### src/hdl/hrt_pkg.sv
// Shared types, constants and key helpers for the hashed record table.
`timescale 1ns / 1ps

package hrt_pkg;

    // Default sizing of the table and of the stored record word.
    localparam int HRT_TABLE_SLOTS  = 100;
    localparam int HRT_PAYLOAD_BITS = 64;

    // Operation codes carried in the kind field.
    localparam logic [1:0] KIND_INSERT = 2'd0;
    localparam logic [1:0] KIND_LOOKUP = 2'd1;
    localparam logic [1:0] KIND_DELETE = 2'd2;
    localparam logic [1:0] KIND_MODIFY = 2'd3;

    // Key geometry.
    localparam logic [3:0] KEY_MAX_LEN   = 4'd11;
    localparam int         KEY_PAD_BYTES = 12;
    localparam logic [7:0] PAD_BYTE      = 8'h20;
    localparam int         KEY_WORD_BITS = 4 + 64 + 24;

    // Hash arithmetic: T = 100 * (sum of even bytes) + (sum of odd bytes).
    localparam int PAIR_SCALE  = 100;
    localparam int HASH_MOD    = 20000;
    localparam int SLOT_MOD    = 99;
    localparam int T_MAX       = (KEY_PAD_BYTES / 2) * (PAIR_SCALE * 255 + 255);
    localparam int MOD_STEPS   = T_MAX / HASH_MOD;
    localparam int BSUM_BITS   = 11;
    localparam int T_BITS      = 18;
    localparam int M_BITS      = 15;
    localparam int Q_BITS      = 8;
    localparam int PROD_BITS   = 29;
    localparam int RECIP       = 21183;
    localparam int RECIP_SHIFT = 21;

    // One request item.
    typedef struct packed {
        logic [1:0]  kind;
        logic [63:0] key_head;
        logic [23:0] key_tail;
        logic [3:0]  key_len;
        logic [63:0] new_key_head;
        logic [23:0] new_key_tail;
        logic [3:0]  new_key_len;
        logic [63:0] payload;
    } in_item_t;

    // One result item.
    typedef struct packed {
        logic        ok;
        logic [6:0]  slot;
        logic [63:0] record;
    } out_item_t;

    // Commands from the controller to the datapath.
    typedef struct packed {
        logic capture;
        logic hash_sel;
        logic load_s;
        logic load_ns;
        logic rd_en;
        logic commit;
    } ctrl_cmd_t;

    // Status from the datapath to the controller.
    typedef struct packed {
        logic is_modify;
        logic res_free;
    } dp_status_t;

    // Lengths above eleven count as eleven.
    function automatic logic [3:0] clamp_len(input logic [3:0] len);
        return (len > KEY_MAX_LEN) ? KEY_MAX_LEN : len;
    endfunction

    // Zero the head bytes at or beyond the key length.
    function automatic logic [63:0] mask_head(input logic [63:0] head, input logic [3:0] len);
        logic [63:0] r;
        r = '0;
        for (int i = 0; i < 8; i++) begin
            if (4'(i) < len) begin
                r[63 - 8 * i -: 8] = head[63 - 8 * i -: 8];
            end
        end
        return r;
    endfunction

    // Zero the tail bytes at or beyond the key length.
    function automatic logic [23:0] mask_tail(input logic [23:0] tail, input logic [3:0] len);
        logic [23:0] r;
        r = '0;
        for (int i = 0; i < 3; i++) begin
            if (4'(i + 8) < len) begin
                r[23 - 8 * i -: 8] = tail[23 - 8 * i -: 8];
            end
        end
        return r;
    endfunction

endpackage

### src/hdl/hrt_ctrl.sv
// Sequencing state machine for the hashed record table.
`timescale 1ns / 1ps

module hrt_ctrl
    import hrt_pkg::*;
(
    input  logic       clk,
    input  logic       rst_n,
    input  logic       req_valid,
    output logic       req_stall,
    input  dp_status_t status,
    output ctrl_cmd_t  cmd
);

    typedef enum logic [10:0] {
        ST_IDLE  = 11'b000_0000_0001,
        ST_S_SUM = 11'b000_0000_0010,
        ST_S_MOD = 11'b000_0000_0100,
        ST_S_QUO = 11'b000_0000_1000,
        ST_S_SLT = 11'b000_0001_0000,
        ST_N_SUM = 11'b000_0010_0000,
        ST_N_MOD = 11'b000_0100_0000,
        ST_N_QUO = 11'b000_1000_0000,
        ST_N_SLT = 11'b001_0000_0000,
        ST_READ  = 11'b010_0000_0000,
        ST_CHECK = 11'b100_0000_0000
    } state_t;

    state_t state_reg;
    state_t state_next;

    // Only the idle state takes a new item.
    assign req_stall = (state_reg != ST_IDLE);

    // Next state and commands.
    always_comb
    begin
        state_next  = state_reg;
        cmd         = '0;
        unique case (state_reg)
            ST_IDLE:
            begin
                cmd.capture = req_valid;
                if (req_valid)
                begin
                    state_next = ST_S_SUM;
                end
            end
            ST_S_SUM: state_next = ST_S_MOD;
            ST_S_MOD: state_next = ST_S_QUO;
            ST_S_QUO: state_next = ST_S_SLT;
            ST_S_SLT:
            begin
                cmd.load_s = 1'b1;
                state_next = status.is_modify ? ST_N_SUM : ST_READ;
            end
            ST_N_SUM:
            begin
                cmd.hash_sel = 1'b1;
                cmd.rd_en    = 1'b1;
                state_next   = ST_N_MOD;
            end
            ST_N_MOD:
            begin
                cmd.hash_sel = 1'b1;
                state_next   = ST_N_QUO;
            end
            ST_N_QUO:
            begin
                cmd.hash_sel = 1'b1;
                state_next   = ST_N_SLT;
            end
            ST_N_SLT:
            begin
                cmd.hash_sel = 1'b1;
                cmd.load_ns  = 1'b1;
                state_next   = ST_CHECK;
            end
            ST_READ:
            begin
                cmd.rd_en  = 1'b1;
                state_next = ST_CHECK;
            end
            ST_CHECK:
            begin
                // Table update and result load happen together once the
                // result register can take a new item.
                cmd.commit = status.res_free;
                if (status.res_free)
                begin
                    state_next = ST_IDLE;
                end
            end
            default: state_next = ST_IDLE;
        endcase
    end

    // State register.
    always_ff @(posedge clk or negedge rst_n)
    begin
        if (!rst_n)
        begin
            state_reg <= ST_IDLE;
        end
        else
        begin
            state_reg <= state_next;
        end
    end

endmodule

### config.mk
export PLATFORM = sky130hd
export DESIGN_NAME = hrt_ctrl
export DESIGN_NICKNAME = d
export VERILOG_FILES = /design/src/hdl/hrt_pkg.sv /design/src/hdl/hrt_ctrl.sv
export SDC_FILE = /design/constraint.sdc
export NUM_CORES = 1
export LEC_CHECK = 0
export BUFFER_PORTS_ARGS = -buffer_cell sky130_fd_sc_hd__buf_2
export CORE_AREA = 2 2 39 41
export DETAILED_ROUTE_END_ITERATION = 10
export DIE_AREA = 0 0 41 43
export PLACE_DENSITY = 0.72
export SLEW_MARGIN = 20
export SYNTH_ARGS = -nofsm -noshare
export SYNTH_HDL_FRONTEND = slang
export SYNTH_SLANG_ARGS = --single-unit
### constraint.sdc
create_clock -name clk -period 2.2 [get_ports clk]
set_input_delay 0.33 -clock clk [delete_from_list [all_inputs] [get_ports clk]]
set_output_delay 0.33 -clock clk [all_outputs]
set_load 0.01 [all_outputs]
==> out/qor.csv <==
metric;value;unit
outcome;finished, final reports clean;
DR pass1 iterations;4;
Port Buffers;11;
Min-Delay Path Class;in -> reg;
vias per std cell;5.77;
largest family of logic cells by synthesized area;simple AND/OR/NAND/NOR gates;
RePlAce Congestion;0.849;
Crit Path Max Fanout;6;
Hold Violations, Final;0;
crit-path cells;or4_4, nor4_2, or2_2, buf_2;
Placed Instances;89;
Ys Warns;0;
antenna violations before repair;0;
global route total overflow;0;
Worst Path Required;1870;ps
H-tree levels;1;
Critical-path top delay cell;or4_4;
Final HPWL DP;976;um
Clock Skew;5.39;ps
first-pass GRT wire length;1970;um
Reg clk slew, reported paths;70;ps
met1 Usage GRT;0.210;
met2 global-route usage;0.263;
mux cell area share after synthesis;0;
Final #Nets;84;
critical path endpoint category;output port;
CTS buffer count;3;
Total GRT Usage;0.177;
Max-cap violations;0;
Mapped Cells;60;
Synth area leaders;dfrtp_1 42%, nor3b_1 6.3%, nor2_1 5.0%;
syn nets;65;
Rows;14;
GRT Max-Usage Layer;met2;
fin crit share;0.978;
worst path arrival time;1820;ps
CTS tree;done;
Top FF cell, synth;dfrtp_1;
Post-Synth Simple-Gate Area;0.372;
DP Area;692;um^2
Avg Inst Size Synth;9.99;um^2
peak supply drop;446;uV
final instance area;751;um^2
pwr dens;921;mW/mm^2
CTS Sinks;11;
sequential share of the synthesized area;0.461;
clock root buffer;clkbuf_4;
RSZ-0062 raised after global routing;true;
vias in the first global route;429;
number of synthesized flops with an enable pin;0;
Remaining DRCs;0;
layout cells sized above 1;0.385;
Detail Route Antenna Nets;0;
Pleak;0.342;nW
Yosys top cell area share;0.418;
WL/cell;14.3;um
xor and xnor area share after synthesis;0.0292;
PnR worst setup slack;49.2;ps
core area;0.00138;mm^2
Die X;41;um
antenna cells;0;
Die Area;0.00176;mm^2
die height;43;um
drt total wl;1340;um
post-route minimum period;2150;ps
max incr delay on CP;580;ps
Worst-Margin Slew;452;ps
synthesis-stage register bit count;11;
Starting Density;0.433;
kind of launch point of the worst setup path;flop;
Slew HR;0.694;
synthesis-to-layout area growth;25.3;%
Synth cell types;28;
Setup WS pre-CTS;295;ps
Fill cells;127;
worst-skew pair later-pin latency;270;ps
1st-iter DRT viols;17;
Post-Synth Adder-Cell Area;0;
top cells by count, synth;10 x dfrtp_1, 8 x nor2_1, 5 x nand3_1, 5 x nor3b_1, 3 x nor4_1;
CTS Buffer Depth;2;
fin util;0.542;
Async SR Flop Fraction;1.00;
number of flip-flops in the largest register;11;
CP Class;reg -> out;
final setup violation count;0;
fin. max-slew vios;0;
Vias;542;
Ports;12;
area of the mapped netlist;599;um^2
cell taking the most area after synthesis;dfrtp_1;
most frequent cell after synthesis;dfrtp_1;
Max Freq;465;MHz
complex-gate fraction of the synthesized area;0.117;
met3 Use GR;0.0471;
fin cells;94;
largest net degree at the start of global routing;12;
[layout by cell type, fill, tap and decap left out, types with 2 or more instances in the layout]
master | synthesis | final
buf_2 | 1 | 11
nor2_1 | 8 | 8
dfrtp_1 | 10 | 8
nand3_1 | 5 | 5
nor3b_1 | 5 | 5
nor4_2 | 1 | 3
clkbuf_4 | 0 | 3
buf_4 | 0 | 3
or4_4 | 0 | 2
nand2b_1 | 2 | 2
nor4b_1 | 2 | 2
xor2_1 | 2 | 2
o21ai_0 | 2 | 2
inv_1 | 2 | 2
dfrtp_2 | 0 | 2
[cells by family after synthesis]
| logic type | Yosys count |
|---|---|
| AOI/OAI and AO/OA | 8 |
| xor gates and xnor gates | 2 |
| buffers and inverters | 3 |
| DFF | 11 |
| and+or+nand+nor | 36 |
[power by group]
part / switching, mW / internal [mW] / total [mW]
Clock: 0.0703 / 0.0703 / 0.141
Combinational: 0.146 / 0.129 / 0.274
Sequential: 0.0406 / 0.236 / 0.277
Total: 0.257 / 0.435 / 0.692
[worst max-delay path, delay by kind of cell (launching register included)]
family / cells / cell delay, ps
and+or+nand+nor: 3 / 1010
DFF: 1 / 430
buffers and inverters: 1 / 110
[cell type report]
type,instances,area (um^2),share of cell area
flip-flops and latches,11,279,0.372
multi-input cells,46,330,0.440
inverters,2,7.51,0.0100
well taps,16,20.0,0.0267
clock buffers,4,26.3,0.0350
repair buffers,15,87.6,0.117
[routing by layer]
layer | wire [um] | vias up
met1 | 588 | 261
li1 | - | 264
met3 | 56 | 2
met5 | 0 | -
met4 | 21 | 0
met2 | 673 | 15
[repair_timing]
| item | 4_1_cts | 5_1_grt |
|---|---|---|
| pin swaps | 0 | 1 |
| buffers inserted | 0 | 0 |
| hold endpoints to repair | 10 | 0 |
| hold buffers | 1 | 0 |
| resized for setup | 1 | 5 |
| endpoints found under the setup margin | 1 | 2 |
[per-stage QoR]
stage / hold WS [ps] / power (mW) / TNS (ps)
6_report: 235 / 0.692 / 0
5_1_grt: 232 / 0.737 / -63.9
2_1_floorplan: 34.4 / 0.450 / 0
3_5_place_dp: 215 / 0.525 / 0
3_3_place_gp: 212 / 0.518 / 0
4_1_cts: 229 / 0.682 / 0
[final timing paths]
path	start	end	slack, ps	depth (start not counted)
max in group asynchronous	rst_n	state_reg[0]	1500	2
min in group asynchronous	rst_n	state_reg[10]	440	2
worst min register to register	state_reg[2]	state_reg[4]	540	1
worst min-delay path	req_valid	state_reg[0]	240	2
worst max-delay path	state_reg[1]	cmd[1]	50	4
worst max register to register	state_reg[1]	state_reg[0]	550	4
(Power assumes the default switching activity.)
